--- src/rtl/tccw_pkg.sv ---
// ============================================================================
// tccw_pkg
// Shared constants, types and command/status structs of the text console
// character writer.
// ============================================================================
package tccw_pkg;

    localparam int COLUMNS   = 80;
    localparam int ROWS      = 25;
    localparam int TAB_WIDTH = 8;
    localparam int CELLS     = COLUMNS * ROWS;

    localparam int ADDR_W = $clog2(CELLS);
    localparam int CNT_W  = $clog2(CELLS + 1);
    localparam int COL_W  = 7;
    localparam int ROW_W  = 5;
    localparam int CHR_W  = 8;
    localparam int CELL_W = 2 * CHR_W;

    localparam int CFG_IDX_W = 2;

    localparam logic [CELL_W-1:0] BLANK_CELL = 16'h0700;

    localparam logic [CHR_W-1:0] CH_BS  = 8'd8;
    localparam logic [CHR_W-1:0] CH_TAB = 8'd9;
    localparam logic [CHR_W-1:0] CH_NL  = 8'd10;
    localparam logic [CHR_W-1:0] CH_CR  = 8'd13;

    localparam logic [CFG_IDX_W-1:0] CFG_TEXT_ATTR    = 2'd0;
    localparam logic [CFG_IDX_W-1:0] CFG_CURSOR_GLYPH = 2'd1;
    localparam logic [CFG_IDX_W-1:0] CFG_CURSOR_COLOR = 2'd2;

    localparam logic [CHR_W-1:0] RST_TEXT_ATTR    = 8'd7;
    localparam logic [CHR_W-1:0] RST_CURSOR_GLYPH = 8'd95;
    localparam logic [CHR_W-1:0] RST_CURSOR_COLOR = 8'd7;

    // Source of the cell memory read address.
    typedef enum logic [1:0] {
        RD_NONE   = 2'd0,
        RD_ACCEPT = 2'd1,
        RD_WRITE  = 2'd2,
        RD_SWEEP  = 2'd3
    } t_rd_sel;

    // Kind of cell memory write.
    typedef enum logic [2:0] {
        WR_NONE        = 3'd0,
        WR_SHOWN_ATTR0 = 3'd1,
        WR_CHAR        = 3'd2,
        WR_BS_ATTR0    = 3'd3,
        WR_CURSOR      = 3'd4,
        WR_SWEEP       = 3'd5
    } t_wr_sel;

    // Update of the write position.
    typedef enum logic [1:0] {
        POS_NONE   = 2'd0,
        POS_CODE   = 2'd1,
        POS_BACK   = 2'd2,
        POS_SCROLL = 2'd3
    } t_pos_op;

    typedef struct packed {
        logic    latch;
        t_rd_sel rd_sel;
        t_wr_sel wr_sel;
        t_pos_op pos_op;
        logic    sweep_clr;
        logic    sweep_run;
        logic    sweep_blank;
        logic    load_read;
        logic    load_put;
    } t_dp_cmd;

    typedef struct packed {
        logic acc_read;
        logic bs_active;
        logic printable;
        logic row_over;
        logic sweep_end;
    } t_dp_stat;

endpackage

--- src/rtl/tccw_ctrl.sv ---
// ============================================================================
// tccw_ctrl
// Controller: sequences the clearing pass, cell reads, the read-modify-write
// steps of a put, the scroll sweep and the result strobe.
// ============================================================================
module tccw_ctrl
    import tccw_pkg::*;
(
    input  logic     i_clk,
    input  logic     i_rst_n,
    input  logic     start,
    input  t_dp_stat i_stat,
    output t_dp_cmd  o_cmd_dp,
    output logic     o_busy,
    output logic     o_valid
);

    typedef enum logic [8:0] {
        S_CLEAR  = 9'b000000001,
        S_IDLE   = 9'b000000010,
        S_READ   = 9'b000000100,
        S_SHOWN  = 9'b000001000,
        S_CODE   = 9'b000010000,
        S_BS     = 9'b000100000,
        S_CHECK  = 9'b001000000,
        S_SCROLL = 9'b010000000,
        S_CURSOR = 9'b100000000
    } t_state;

    t_state r_state, n_state;
    logic   r_valid, n_valid;

    always_comb begin
        n_state  = r_state;
        n_valid  = 1'b0;
        o_cmd_dp = '{latch: 1'b0, rd_sel: RD_NONE, wr_sel: WR_NONE, pos_op: POS_NONE,
                     sweep_clr: 1'b0, sweep_run: 1'b0, sweep_blank: 1'b0,
                     load_read: 1'b0, load_put: 1'b0};
        unique case (r_state)
            S_CLEAR: begin
                o_cmd_dp.rd_sel      = RD_SWEEP;
                o_cmd_dp.wr_sel      = WR_SWEEP;
                o_cmd_dp.sweep_run   = 1'b1;
                o_cmd_dp.sweep_blank = 1'b1;
                if (i_stat.sweep_end) begin
                    n_state = S_IDLE;
                end
            end
            S_IDLE: begin
                // The read for the item is issued in its accept cycle.
                o_cmd_dp.rd_sel = RD_ACCEPT;
                o_cmd_dp.latch  = start;
                if (start) begin
                    n_state = i_stat.acc_read ? S_READ : S_SHOWN;
                end
            end
            S_READ: begin
                o_cmd_dp.load_read = 1'b1;
                n_valid            = 1'b1;
                n_state            = S_IDLE;
            end
            S_SHOWN: begin
                o_cmd_dp.wr_sel = WR_SHOWN_ATTR0;
                n_state         = S_CODE;
            end
            S_CODE: begin
                if (i_stat.bs_active) begin
                    o_cmd_dp.rd_sel = RD_WRITE;
                    n_state         = S_BS;
                end else begin
                    o_cmd_dp.wr_sel = i_stat.printable ? WR_CHAR : WR_NONE;
                    o_cmd_dp.pos_op = POS_CODE;
                    n_state         = S_CHECK;
                end
            end
            S_BS: begin
                o_cmd_dp.wr_sel = WR_BS_ATTR0;
                o_cmd_dp.pos_op = POS_BACK;
                n_state         = S_CHECK;
            end
            S_CHECK: begin
                if (i_stat.row_over) begin
                    o_cmd_dp.pos_op    = POS_SCROLL;
                    o_cmd_dp.sweep_clr = 1'b1;
                    n_state            = S_SCROLL;
                end else begin
                    n_state = S_CURSOR;
                end
            end
            S_SCROLL: begin
                o_cmd_dp.rd_sel    = RD_SWEEP;
                o_cmd_dp.wr_sel    = WR_SWEEP;
                o_cmd_dp.sweep_run = 1'b1;
                if (i_stat.sweep_end) begin
                    n_state = S_CURSOR;
                end
            end
            S_CURSOR: begin
                o_cmd_dp.wr_sel   = WR_CURSOR;
                o_cmd_dp.load_put = 1'b1;
                n_valid           = 1'b1;
                n_state           = S_IDLE;
            end
            default: n_state = S_IDLE;
        endcase
    end

    always_ff @(posedge i_clk) begin
        if (!i_rst_n) begin
            r_state <= S_CLEAR;
            r_valid <= 1'b0;
        end else begin
            r_state <= n_state;
            r_valid <= n_valid;
        end
    end

    assign o_busy  = r_state != S_IDLE;
    assign o_valid = r_valid;

endmodule

--- config.mk ---
export PLATFORM = sky130hd
export DESIGN_NAME = tccw_ctrl
export DESIGN_NICKNAME = d
export VERILOG_FILES = /design/src/rtl/tccw_pkg.sv /design/src/rtl/tccw_ctrl.sv
export SDC_FILE = /design/constraint.sdc
export NUM_CORES = 1
export LEC_CHECK = 0
export ABC_AREA = 1
export BUFFER_PORTS_ARGS = -buffer_cell sky130_fd_sc_hd__buf_2
export CAP_MARGIN = 0
export CORE_MARGIN = 2
export CORE_UTILIZATION = 45
export CTS_CLUSTER_SIZE = 8
export DETAILED_ROUTE_END_ITERATION = 10
export GPL_TIMING_DRIVEN = 0
export PLACE_DENSITY = 0.81
export SLEW_MARGIN = 0
export SYNTH_ARGS = -nofsm -noshare
export SYNTH_HDL_FRONTEND = slang
export SYNTH_SLANG_ARGS = --single-unit
--- constraint.sdc ---
create_clock -name i_clk -period 1.8 [get_ports i_clk]
set_input_delay 0.36 -clock i_clk [delete_from_list [all_inputs] [get_ports i_clk]]
set_output_delay 0.36 -clock i_clk [all_outputs]
set_load 0.02 [all_outputs]
==> out/results.txt <==
The flow ran to the end, but the final reports show violations. The final reports fail on negative setup slack. Setup violations remaining at the end of the flow were counted as 6.

In the finished design, the share of the clock period the worst path needs comes to 102%. For this block, the routed nets add up to 2210 um of wire. Grouping stages by cell kind, the critical path spends the most delay in simple AND/OR/NAND/NOR gates. In this run the count of I/O pins placed on the die edge is 23. The worst setup path is captured at a primary output. The tools report the maximum level of the CTS H-tree as 1.

Summing all flip-flop and latch instances after layout gives 213 um2. The worst path in the final design needs a cycle of 1.83 ns, including I/O delays and setup. Traced cell by cell, the critical path runs through nor2_4 > nand4_1 > nor2_2 > inv_2 > nand2_2 > inv_4 > nand3_2 > buf_6. Synthesis produced a netlist with a net count of 120.

Using the TritonRoute via totals, the vias-per-cell ratio works out to 5.40. Setup repair after global routing could not meet its margin everywhere. The Yosys warning count was 0; the top fanout value on the critical path was 5. Between clock sinks in the finished design, the worst skew comes to 0.000238 ns.

The largest total area in the synthesized netlist belongs to dfxtp_1. The number of library cell types mapped by synthesis is 19, and the worst path required time is 1.44 ns. The first TritonRoute pass finished after 4 iterations. The congestion estimate from routability-driven global placement came to 0.829. After technology mapping, the gate count stands at 112. The tools report the clock tree root driver cell as clkbuf_4. TritonCTS built the clock tree. For this configuration, the core starts out at a cell density of 47.2%. Across the run, the number of max-cap violations was 0. Proportion of synthesized flip-flops having asynchronous set or reset: 0%. On the critical path, the stage with the largest delay is an instance of dfxtp_2.

The per-instance average area after synthesis is 6.20 um2, and the global-route congestion overflow total is 0. In this run, post-CTS hold repair placed 0 buffers. For this run, the leading register cell type out of synthesis is dfxtp_1. The site row count is 14, and the wire length of the first global-routing pass is 2940 um.

The synthesized design contains 0 enable-type register cells. Timing analysis after detailed placement gives a worst setup slack of 0.164 ns. The number of register bits inferred by synthesis was 10. The transition time of the tightest slew-check pin came out at 0.310 ns. The tools report the post-synthesis cell area as 694 um2.

The CTS sink count came out at 10. In the post-synthesis netlist, the biggest area contributors are dfxtp_1, inv_1, nor2_1. From synthesis to final layout, the design area changed by 51.9%. In this run the static leakage power is 0.000551 uW. The total track usage is 21.1%, and the clock latency reported for the late side of the worst-skew pair is 0.26 ns. Together, buffers and inverters on the worst path number 3. Final hold analysis gives a worst-case slack of 0.289 ns. Fill cells in the final layout number 112. The clock slew seen by the registers of the worst setup and hold paths is 0.07 ns. In the layout the commonest cells are inv_1, nor2_1, buf_4, nand3_1, buf_2.

Summed over its instances, the top area cell type makes up 28.8% of the synthesized netlist area. After the last flow step, the layout net total stands at 157. The most common cell after layout, fill and taps aside is inv_1. For this run, the top clock speed supported by timing is 546 MHz. The longest individual stage delay on the worst path is 0.34 ns, and the portion of the post-synthesis area used by sequential elements is 28.8%. In the final timing run, aggregate negative setup slack is -0.110 ns. The count of buffers inserted at the top-level ports is 22, and the number of global-route vias before repair is 726. The logs give 0 for the final-report hold violation count and 0 for the number of max-slew violations in the final report. Dividing total power by cell area gives a power density of 525 nW/um2.

The tools report the number of antenna violations at the first check in global routing as 0. The post-detailed-route wirelength per cell is 13.6 um. The footprint of the multi-input gates was 474 um2. The classification of the worst-slack hold path was input pin to register. In this run the vertical extent of the chip is 43.3 um.

IR analysis of the VDD net gives a maximum drop of 0.000509 V. In this run, the number of DRC markers left after iteration 0 of detailed routing was 28. The worst max-slew margin expressed relative to the limit was 79.3%. The total clock buffers created by CTS is 3, and the number of routed nets with antenna violations is 0. In the routed design, unresolved DRC markers number 0.

The via total after detailed routing was 880; the number of buffers on the longest clock path was 2. Entering global routing, the biggest net connects 9 pins. The worst setup path is launched from a register. The final critical-path setup slack came out at -0.0323 ns. Cells with a size suffix above 1 make up 53.7% of the layout. The number of diodes added for antenna fixing is 0, and the x dimension of the die is 43.3 um. Once detailed placement completed, the half-perimeter wirelength came to 1320 um. Data arrives at the worst endpoint at 1.47 ns. By startpoint and endpoint, the worst setup path is classified as register to primary output. The core region is 1470 um2. The die covers 1870 um2.
repair_timing:
item	CTS	global route
gates resized for setup	12	35
endpoints found under the setup margin	7	10
buffers inserted	3	7
pin swaps	1	8
per-stage QoR:
step	cell area (um2)	util (%)	power [uW]	std cells
2_1_floorplan	694	-	318	112
3_3_place_gp	825	56.0	352	150
3_5_place_dp	825	56.0	355	150
4_1_cts	902	61.3	517	156
5_1_grt	1050	71.7	575	163
6_report	1050	71.7	554	163
path summary, 6_finish.rpt:
path              cells after the start           to  startpoint  slack [ns]
setup / recovery                      8  o_cmd_dp[7]  r_state[4]       -0.03
hold / removal                        2   r_state[0]     i_rst_n        0.29
setup reg to reg                      8   r_state[3]  r_state[7]        0.34
hold reg to reg                       2   r_state[0]  r_state[0]        0.62
report_power, final:
group,internal (uW),total [uW],switching (uW)
Sequential,225,233,8.13
Clock,77.2,158,81.2
Combinational,67.6,163,94.9
worst reg2reg max path, cell delays in order, from the launching register on:
cell and delay, ns:
dfxtp_1 0.49, nor2_2 0.10, nand3_2 0.11, nor2_4 0.06, buf_4 0.13, nor2_1 0.14, nand3_2 0.16, nand3_1 0.11
nor2_1 0.04
synth_stat cells, types with 2 or more instances:
| cell | count |
|---|---|
| nor2_2 | 5 |
| nand3_1 | 14 |
| nor2_1 | 20 |
| nand3_2 | 2 |
| inv_1 | 20 |
| nand4_1 | 3 |
| dfxtp_1 | 10 |
| nor3_1 | 2 |
| a21oi_1 | 3 |
| nand2_2 | 4 |
| nand2_1 | 16 |
| inv_2 | 4 |
| nor2_4 | 3 |
layer usage:
metal  GRT usage, %  share of wire [%]  up-vias
met4           10.9                4.0        0
li1               -                  -      420
met5              0                  0        -
met3           2.13                7.4       12
met2           36.1                 50       55
met1           25.6                 39      393
sequential cells by signal, summed over array words and instances, names as in the netlist:
signal   count
r_state      9
o_valid      1
kinds of logic (layout without fill, tap and decap cells):
family | after synthesis | count (layout) | share of synthesized area, %
simple gates | 71 | 71 | 51.4
flops | 10 | 10 | 28.8
buf+inv | 24 | 59 | 13.0
compound gates | 7 | 7 | 6.85
area by class of cell:
class	instances	area share (%)
well taps	16	1.90
flip-flops and latches	10	20.2
clock buffers	3	2.14
multi-input cells	78	45.0
inverters	24	8.78
repair buffers	32	22.1
Note: power is estimated with default switching activity, not from simulation.
