File: src/rtl/tccw_pkg.sv
// ============================================================================
// tccw_pkg
// Shared constants, types and command/status structs of the text console
// character writer.
// ============================================================================
package tccw_pkg;

    localparam int COLUMNS   = 80;
    localparam int ROWS      = 25;
    localparam int TAB_WIDTH = 8;
    localparam int CELLS     = COLUMNS * ROWS;

    localparam int ADDR_W = $clog2(CELLS);
    localparam int CNT_W  = $clog2(CELLS + 1);
    localparam int COL_W  = 7;
    localparam int ROW_W  = 5;
    localparam int CHR_W  = 8;
    localparam int CELL_W = 2 * CHR_W;

    localparam int CFG_IDX_W = 2;

    localparam logic [CELL_W-1:0] BLANK_CELL = 16'h0700;

    localparam logic [CHR_W-1:0] CH_BS  = 8'd8;
    localparam logic [CHR_W-1:0] CH_TAB = 8'd9;
    localparam logic [CHR_W-1:0] CH_NL  = 8'd10;
    localparam logic [CHR_W-1:0] CH_CR  = 8'd13;

    localparam logic [CFG_IDX_W-1:0] CFG_TEXT_ATTR    = 2'd0;
    localparam logic [CFG_IDX_W-1:0] CFG_CURSOR_GLYPH = 2'd1;
    localparam logic [CFG_IDX_W-1:0] CFG_CURSOR_COLOR = 2'd2;

    localparam logic [CHR_W-1:0] RST_TEXT_ATTR    = 8'd7;
    localparam logic [CHR_W-1:0] RST_CURSOR_GLYPH = 8'd95;
    localparam logic [CHR_W-1:0] RST_CURSOR_COLOR = 8'd7;

    // Source of the cell memory read address.
    typedef enum logic [1:0] {
        RD_NONE   = 2'd0,
        RD_ACCEPT = 2'd1,
        RD_WRITE  = 2'd2,
        RD_SWEEP  = 2'd3
    } t_rd_sel;

    // Kind of cell memory write.
    typedef enum logic [2:0] {
        WR_NONE        = 3'd0,
        WR_SHOWN_ATTR0 = 3'd1,
        WR_CHAR        = 3'd2,
        WR_BS_ATTR0    = 3'd3,
        WR_CURSOR      = 3'd4,
        WR_SWEEP       = 3'd5
    } t_wr_sel;

    // Update of the write position.
    typedef enum logic [1:0] {
        POS_NONE   = 2'd0,
        POS_CODE   = 2'd1,
        POS_BACK   = 2'd2,
        POS_SCROLL = 2'd3
    } t_pos_op;

    typedef struct packed {
        logic    latch;
        t_rd_sel rd_sel;
        t_wr_sel wr_sel;
        t_pos_op pos_op;
        logic    sweep_clr;
        logic    sweep_run;
        logic    sweep_blank;
        logic    load_read;
        logic    load_put;
    } t_dp_cmd;

    typedef struct packed {
        logic acc_read;
        logic bs_active;
        logic printable;
        logic row_over;
        logic sweep_end;
    } t_dp_stat;

endpackage

File: src/rtl/tccw_dp.sv
// ============================================================================
// tccw_dp
// Datapath: write and cursor position, configuration registers, cell memory
// address and data selection, sweep counter and result registers.
// ============================================================================
module tccw_dp
    import tccw_pkg::*;
(
    input  logic                 i_clk,
    input  logic                 i_rst_n,
    input  t_dp_cmd              i_cmd_dp,
    output t_dp_stat             o_stat,
    input  logic                 i_cmd,
    input  logic [CHR_W-1:0]     i_char_code,
    input  logic [COL_W-1:0]     i_read_col,
    input  logic [ROW_W-1:0]     i_read_row,
    input  logic                 i_cfg_we,
    input  logic [CFG_IDX_W-1:0] i_cfg_idx,
    input  logic [CHR_W-1:0]     i_cfg_data,
    output logic                 o_mem_we,
    output logic [ADDR_W-1:0]    o_mem_waddr,
    output logic [CELL_W-1:0]    o_mem_wdata,
    output logic [ADDR_W-1:0]    o_mem_raddr,
    input  logic [CELL_W-1:0]    i_mem_rdata,
    output logic [CHR_W-1:0]     o_cell_char,
    output logic [CHR_W-1:0]     o_cell_attr,
    output logic [COL_W-1:0]     o_cursor_col,
    output logic [ROW_W-1:0]     o_cursor_row,
    output logic                 o_scrolled
);

    function automatic logic [ADDR_W-1:0] cell_addr(input logic [COL_W-1:0] c,
                                                    input logic [ROW_W-1:0] r);
        logic [ADDR_W-1:0] a;
        a = ADDR_W'(r) * ADDR_W'(COLUMNS) + ADDR_W'(c);
        return a;
    endfunction

    logic [COL_W-1:0] r_col, n_col;
    logic [ROW_W-1:0] r_row, n_row;
    logic [COL_W-1:0] r_shown_col;
    logic [ROW_W-1:0] r_shown_row;
    logic [CHR_W-1:0] r_text_attr, r_cursor_glyph, r_cursor_color;
    logic [CHR_W-1:0] r_ch;
    logic             r_in_range;
    logic             r_scrolled;
    logic [CNT_W-1:0] r_cnt;

    logic [CHR_W-1:0] r_cell_char, r_cell_attr;
    logic [COL_W-1:0] r_out_col;
    logic [ROW_W-1:0] r_out_row;
    logic             r_out_scrolled;

    logic             in_range;
    logic [COL_W:0]   col_inc;
    logic [COL_W:0]   col_tab;
    logic [ROW_W-1:0] row_inc;
    logic [CNT_W:0]   sweep_src;
    logic [CNT_W-1:0] sweep_dst;
    logic             sweep_tail;

    assign in_range = (i_read_col < COL_W'(COLUMNS)) && (i_read_row < ROW_W'(ROWS));

    assign col_inc = {1'b0, r_col} + (COL_W+1)'(1);
    assign col_tab = {1'b0, r_col} - (COL_W+1)'(r_col % TAB_WIDTH)
                     + (COL_W+1)'(TAB_WIDTH);
    assign row_inc = r_row + ROW_W'(1);

    assign sweep_src  = (CNT_W+1)'(r_cnt) + (CNT_W+1)'(COLUMNS);
    assign sweep_dst  = r_cnt - CNT_W'(1);
    assign sweep_tail = sweep_dst >= CNT_W'(CELLS - COLUMNS);

    // Status to the controller.
    always_comb begin
        o_stat.acc_read  = i_cmd;
        o_stat.bs_active = (r_ch == CH_BS) && (r_col != '0);
        o_stat.printable = (r_ch != CH_BS) && (r_ch != CH_TAB) &&
                           (r_ch != CH_NL) && (r_ch != CH_CR);
        o_stat.row_over  = r_row >= ROW_W'(ROWS);
        o_stat.sweep_end = r_cnt == CNT_W'(CELLS);
    end

    // Next write position.
    always_comb begin
        n_col = r_col;
        n_row = r_row;
        unique case (i_cmd_dp.pos_op)
            POS_CODE: begin
                case (r_ch)
                    CH_NL: begin
                        n_col = '0;
                        n_row = row_inc;
                    end
                    CH_CR: begin
                        n_col = '0;
                    end
                    CH_BS: begin
                        // Backspace at column 0 leaves the position alone.
                        n_col = r_col;
                    end
                    CH_TAB: begin
                        if (col_tab >= (COL_W+1)'(COLUMNS)) begin
                            n_col = '0;
                            n_row = row_inc;
                        end else begin
                            n_col = col_tab[COL_W-1:0];
                        end
                    end
                    default: begin
                        if (col_inc >= (COL_W+1)'(COLUMNS)) begin
                            n_col = '0;
                            n_row = row_inc;
                        end else begin
                            n_col = col_inc[COL_W-1:0];
                        end
                    end
                endcase
            end
            POS_BACK:   n_col = r_col - COL_W'(1);
            POS_SCROLL: n_row = ROW_W'(ROWS - 1);
            default:    n_col = r_col;
        endcase
    end

    // Cell memory read address.
    always_comb begin
        unique case (i_cmd_dp.rd_sel)
            RD_ACCEPT: begin
                if (i_cmd) begin
                    o_mem_raddr = in_range ? cell_addr(i_read_col, i_read_row) : '0;
                end else begin
                    o_mem_raddr = cell_addr(r_shown_col, r_shown_row);
                end
            end
            RD_WRITE: o_mem_raddr = cell_addr(r_col, r_row);
            RD_SWEEP: begin
                o_mem_raddr = (sweep_src < (CNT_W+1)'(CELLS)) ? ADDR_W'(sweep_src) : '0;
            end
            default:  o_mem_raddr = '0;
        endcase
    end

    // Cell memory write port.
    always_comb begin
        o_mem_we    = 1'b1;
        o_mem_waddr = cell_addr(r_col, r_row);
        o_mem_wdata = BLANK_CELL;
        unique case (i_cmd_dp.wr_sel)
            WR_SHOWN_ATTR0: begin
                o_mem_waddr = cell_addr(r_shown_col, r_shown_row);
                o_mem_wdata = {CHR_W'(0), i_mem_rdata[CHR_W-1:0]};
            end
            WR_CHAR:     o_mem_wdata = {r_text_attr, r_ch};
            WR_BS_ATTR0: o_mem_wdata = {CHR_W'(0), i_mem_rdata[CHR_W-1:0]};
            WR_CURSOR:   o_mem_wdata = {r_cursor_color, r_cursor_glyph};
            WR_SWEEP: begin
                // Each write lands in the cycle after its read; the bottom row gets blanks.
                o_mem_we    = r_cnt != '0;
                o_mem_waddr = ADDR_W'(sweep_dst);
                o_mem_wdata = (i_cmd_dp.sweep_blank || sweep_tail) ? BLANK_CELL
                                                                    : i_mem_rdata;
            end
            default: o_mem_we = 1'b0;
        endcase
    end

    always_ff @(posedge i_clk) begin
        if (!i_rst_n) begin
            r_col          <= '0;
            r_row          <= '0;
            r_shown_col    <= '0;
            r_shown_row    <= '0;
            r_text_attr    <= RST_TEXT_ATTR;
            r_cursor_glyph <= RST_CURSOR_GLYPH;
            r_cursor_color <= RST_CURSOR_COLOR;
            r_cnt          <= '0;
            r_scrolled     <= 1'b0;
        end else begin
            r_col <= n_col;
            r_row <= n_row;
            if (i_cmd_dp.load_put) begin
                r_shown_col <= r_col;
                r_shown_row <= r_row;
            end
            if (i_cfg_we) begin
                unique case (i_cfg_idx)
                    CFG_TEXT_ATTR:    r_text_attr    <= i_cfg_data;
                    CFG_CURSOR_GLYPH: r_cursor_glyph <= i_cfg_data;
                    CFG_CURSOR_COLOR: r_cursor_color <= i_cfg_data;
                    default:          r_text_attr    <= r_text_attr;
                endcase
            end
            if (i_cmd_dp.sweep_clr) begin
                r_cnt <= '0;
            end else if (i_cmd_dp.sweep_run && (r_cnt != CNT_W'(CELLS))) begin
                r_cnt <= r_cnt + CNT_W'(1);
            end
            if (i_cmd_dp.latch) begin
                r_scrolled <= 1'b0;
            end else if (i_cmd_dp.pos_op == POS_SCROLL) begin
                r_scrolled <= 1'b1;
            end
        end
    end

    // Item and result payload registers.
    always_ff @(posedge i_clk) begin
        if (i_cmd_dp.latch) begin
            r_ch       <= i_char_code;
            r_in_range <= in_range;
        end
        if (i_cmd_dp.load_read) begin
            r_cell_char    <= r_in_range ? i_mem_rdata[CHR_W-1:0] : '0;
            r_cell_attr    <= r_in_range ? i_mem_rdata[CELL_W-1:CHR_W] : '0;
            r_out_col      <= r_col;
            r_out_row      <= r_row;
            r_out_scrolled <= 1'b0;
        end else if (i_cmd_dp.load_put) begin
            r_cell_char    <= '0;
            r_cell_attr    <= '0;
            r_out_col      <= r_col;
            r_out_row      <= r_row;
            r_out_scrolled <= r_scrolled;
        end
    end

    assign o_cell_char  = r_cell_char;
    assign o_cell_attr  = r_cell_attr;
    assign o_cursor_col = r_out_col;
    assign o_cursor_row = r_out_row;
    assign o_scrolled   = r_out_scrolled;

endmodule

File: config.mk
export PLATFORM = sky130hd
export DESIGN_NAME = tccw_dp
export DESIGN_NICKNAME = d
export VERILOG_FILES = /design/src/rtl/tccw_pkg.sv /design/src/rtl/tccw_dp.sv
export SDC_FILE = /design/constraint.sdc
export NUM_CORES = 1
export LEC_CHECK = 0
export ABC_AREA = 1
export BUFFER_PORTS_ARGS = -buffer_cell sky130_fd_sc_hd__buf_2
export CAP_MARGIN = 25
export CORE_ASPECT_RATIO = 2
export CORE_MARGIN = 2
export CORE_UTILIZATION = 30
export CTS_CLUSTER_SIZE = 40
export DETAILED_ROUTE_END_ITERATION = 8
export GPL_TIMING_DRIVEN = 0
export SLEW_MARGIN = 10
export SYNTH_ARGS = -nofsm -noshare
export SYNTH_HDL_FRONTEND = slang
export SYNTH_SLANG_ARGS = --single-unit
File: constraint.sdc
create_clock -name i_clk -period 4.76 [get_ports i_clk]
set_clock_uncertainty 0.05 [all_clocks]
set_input_delay 0.476 -clock i_clk [delete_from_list [all_inputs] [get_ports i_clk]]
set_output_delay 0.476 -clock i_clk [all_outputs]
set_load 0.02 [all_outputs]
==> qor.txt <==
GLOBAL ROUTE
----------------------------------------------------------------------------------------
Total grt overflow ........................................................            0
Vias in the first global route ............................................         6642
Initial antenna violation count ...........................................            1
Total track usage .........................................................        19.3%
Wire length of the first global-routing pass ..............................     34700 µm
Maximum number of pins on one net before global-route repair ..............           29

CLOCK NETWORK
----------------------------------------------------------------------------------------
Clock Latency Late Sink ...................................................      0.36 ns
CTS Hold Bufs .............................................................            0
Clock transition at the registers of the reported paths ...................      0.07 ns
Post-cts gate resize count ................................................            0
H-tree levels .............................................................            3
Deepest clock path buffer count ...........................................            2
CTS tree ..................................................................         done
# Post-CTS Setup Buffers ..................................................            0
Library cell used as clock root buffer .................................... sky130_fd_sc_hd__clkbuf_16
Clock Sink Count ..........................................................           98
CTS buffer count ..........................................................            9

FINAL LAYOUT
----------------------------------------------------------------------------------------
Layout overhead on the synthesized area ...................................        19.5%
Antenna Diode Count .......................................................            0
Layout cells sized above 1 ................................................        18.0%
Post-Layout Inst Area .....................................................     8050 µm²
Number of inserted filler cells in the final layout .......................         2386
Final Net Count ...........................................................         1171

FLOORPLANNING
----------------------------------------------------------------------------------------
Initial cell density of the core ..........................................        30.5%
Core region area ..........................................................    22100 µm²
Die width .................................................................       110 µm
Top Ports .................................................................          136
Std cell rows .............................................................           77
Die area ..................................................................    23700 µm²
Chip Height ...............................................................       216 µm

PLACEMENT
----------------------------------------------------------------------------------------
RePlAce Congestion ........................................................        0.954
Detail Placement HPWL .....................................................     18800 µm
Total placed instance area ................................................     7750 µm²
Port buffer count .........................................................          134

CRITICAL PATH
----------------------------------------------------------------------------------------
Crit path buffers/inverters ...............................................            2
Slowest CP cell ........................................................... sky130_fd_sc_hd__dfxtp_1
Maximum fanout along the worst path .......................................            9
Crit-path cells ........................................................... ha_1, ha_1, fa_1, inv_1, nor2_1, xnor2_1, o22ai_1, nor2_1, buf_2
Type of the setup path with the least slack ............................... flip-flop to output pin
Required time of the critical path ........................................      4.23 ns
Worst reg2reg path startpoint ............................................. r_col[4]$_SDFFE_PN0P_
Startpoint Class ..........................................................    flip-flop
Kind of cell with the highest combined delay on the critical path .........  adder cells
Endpoint arrival time on the critical path ................................      3.04 ns
Logic depth of the worst setup path including buffers .....................            9
Kind of end point of the critical path ....................................   output pin
Timing endpoint of the critical path ...................................... o_mem_waddr[9]
Critical path startpoint .................................................. r_row[1]$_SDFFE_PN0P_
Depth of the most critical reg-to-reg path ................................           11
Critical R2R Capture ...................................................... r_row[1]$_SDFFE_PN0P_
Critical path's largest stage delay .......................................      0.53 ns
Worst setup slack for register-to-register paths ..........................      2.35 ns

SYNTH
----------------------------------------------------------------------------------------
Synthesized area per cell .................................................     7.40 µm²
Primary flip-flop cell chosen by synthesis mapping ........................ sky130_fd_sc_hd__dfxtp_1
Synth Net Count ...........................................................         1026
Sequential area share after synthesis .....................................        34.6%
Syn Inst Count ............................................................          910
Ranking of synthesized cells by instance count ............................ sky130_fd_sc_hd__nand2_1, sky130_fd_sc_hd__nor2_1, sky130_fd_sc_hd__inv_1
Most repeated cell in the gate-level netlist after synthesis .............. sky130_fd_sc_hd__nand2_1
Dominant cell type by area after synthesis ................................ sky130_fd_sc_hd__dfxtp_1
Top post-synthesis cells by area .......................................... sky130_fd_sc_hd__dfxtp_1, sky130_fd_sc_hd__edfxtp_1, sky130_fd_sc_hd__nand2_1
#FFs+latches synth ........................................................           98
Fraction of synthesized cell area taken by the top area cell type .........        18.1%
Count of unique library cells instantiated by Yosys .......................           47
Async set or reset register ratio after synthesis .........................           0%
Post-synth design cell area ...............................................     6730 µm²
Yosys Warn Count ..........................................................            0
Number of enable-type register cells in the synthesized netlist ...........           37

TIMING
----------------------------------------------------------------------------------------
Final Hold Slack ..........................................................     0.243 ns
Max Clk Rate ..............................................................    0.281 GHz
Final number of max-transition violations .................................            0
Fin. Hold Viols ...........................................................            0
Period utilisation layout .................................................        74.9%
Setup repair after global routing missed its margin .......................        false
Final setup fails .........................................................            0
Max_slew headroom .........................................................        36.7%
Final Critical Period .....................................................      3.56 ns
Setup TNS .................................................................         0 ns
Slew at the pin with the worst max-slew slack .............................     0.942 ns

PWR
----------------------------------------------------------------------------------------
Max rail drop VDD .........................................................     0.195 mV
Power density of the placed cells .........................................   278 nW/µm²
P_leak ....................................................................   0.00386 µW
Total power consumption of the routed design ..............................      2240 µW

DRT
----------------------------------------------------------------------------------------
DRC viols .................................................................            0
Vias after detailed routing ...............................................         6688
Via-to-Cell Ratio .........................................................         5.01
Number of nets with antenna violations after routing ......................            0
Final routed wire length divided by cell count ............................      17.1 µm
Number of search-and-repair iterations in the first detailed-routing pass .            4
Detailed Route WL .........................................................     22900 µm
Number of violations reported at the end of detailed-routing iteration 0 ..          317

HOLD PATH
----------------------------------------------------------------------------------------
Type of the tightest min-delay check ...................................... input port to flip-flop

RUN STATUS
----------------------------------------------------------------------------------------
Status .................................................................... complete, no violations

RUN
----------------------------------------------------------------------------------------
Max Cap Viol ..............................................................            0

worst min path at each step:
stage | from | endpoint | slack (ns) | cells past startpoint
2_1_floorplan | r_text_attr[2]$_SDFFE_PN1P_ | r_text_attr[2]$_SDFFE_PN1P_ | 0.38 | 2
3_3_place_gp | r_text_attr[2]$_SDFFE_PN1P_ | r_text_attr[2]$_SDFFE_PN1P_ | 0.39 | 2
3_5_place_dp | r_text_attr[2]$_SDFFE_PN1P_ | r_text_attr[2]$_SDFFE_PN1P_ | 0.40 | 2
4_1_cts | i_char_code[2] | r_ch[2]$_DFFE_PP_ | 0.24 | 1
5_1_grt | i_char_code[2] | r_ch[2]$_DFFE_PP_ | 0.24 | 1
6_report | i_char_code[6] | r_ch[6]$_DFFE_PP_ | 0.24 | 1
cells by family after synthesis:
family / synth area share [%]
simple gates: 30.1
compound gates: 12.5
buf+inv: 8.18
flops: 34.6
fa+ha+maj: 10.5
xor+xnor: 4.01
where the power goes:
group | leakage [µW] | switching, µW | internal [µW] | total, µW
Clock | 0.000140 | 352 | 395 | 747
Combinational | 0.00282 | 356 | 175 | 531
Sequential | 0.000896 | 38.9 | 923 | 962
Total | 0.00386 | 747 | 1490 | 2240
layout make-up:
type	instances	area [µm²]	area share (%)
well taps	276	345	4.29
flip-flops and latches	98	2330	29.0
inverters	120	450	5.60
plain buffers	21	100	1.24
multi-input cells	671	3850	47.8
clock buffers	11	254	3.16
repair buffers	134	671	8.33
clock inverters	5	43.8	0.544
layer usage:
metal / share of wire (%) / vias to the layer above / global-route usage (%)
li1: - / 3344 / -
met1: 34 / 3090 / 18.2
met2: 56 / 187 / 37.5
met3: 3.6 / 65 / 1.90
met4: 6.2 / 2 / 12.3
met5: 0.052 / - / 0
through the flow:
step | worst slack [ns] | std cells | utilization [%]
2_1_floorplan | 2.11 | 910 | -
3_3_place_gp | 1.68 | 1320 | 35.1
3_5_place_dp | 1.68 | 1320 | 35.1
4_1_cts | 1.28 | 1336 | 36.5
5_1_grt | 1.08 | 1336 | 36.5
6_report | 1.20 | 1336 | 36.5
cells in the final DEF (no fill, tap or decap), drive strengths merged:
| cell type | instances |
|---|---|
| a211oi | 1 |
| a21oi | 45 |
| a221oi | 4 |
| a22o | 5 |
| a22oi | 11 |
| a31oi | 2 |
| a41oi | 1 |
| and2 | 3 |
| and3 | 1 |
| buf | 142 |
| clkbuf | 24 |
| clkinv | 5 |
| clkinvlp | 2 |
| dfxtp | 61 |
| edfxtp | 37 |
| fa | 6 |
| ha | 47 |
| inv | 118 |
| nand2 | 173 |
| nand2b | 1 |
| nand3 | 96 |
| nand3b | 4 |
| nand4 | 20 |
| nor2 | 119 |
| nor3 | 16 |
| nor3b | 2 |
| nor4 | 3 |
| o211ai | 5 |
| o21ai | 65 |
| o221ai | 3 |
| o22ai | 5 |
| or2 | 3 |
| xnor2 | 10 |
| xor2 | 20 |
sequential cells by signal, indices dropped and copies added (netlist names), 7 cells and up:
| name | cells |
|---|---|
| r_cnt | 11 |
| o_cell_attr | 8 |
| o_cell_char | 8 |
| r_ch | 8 |
| r_cursor_color | 8 |
| r_cursor_glyph | 8 |
| r_text_attr | 8 |
| o_cursor_col | 7 |
| r_col | 7 |
| r_shown_col | 7 |
Note: power is estimated with default switching activity, not from simulation.
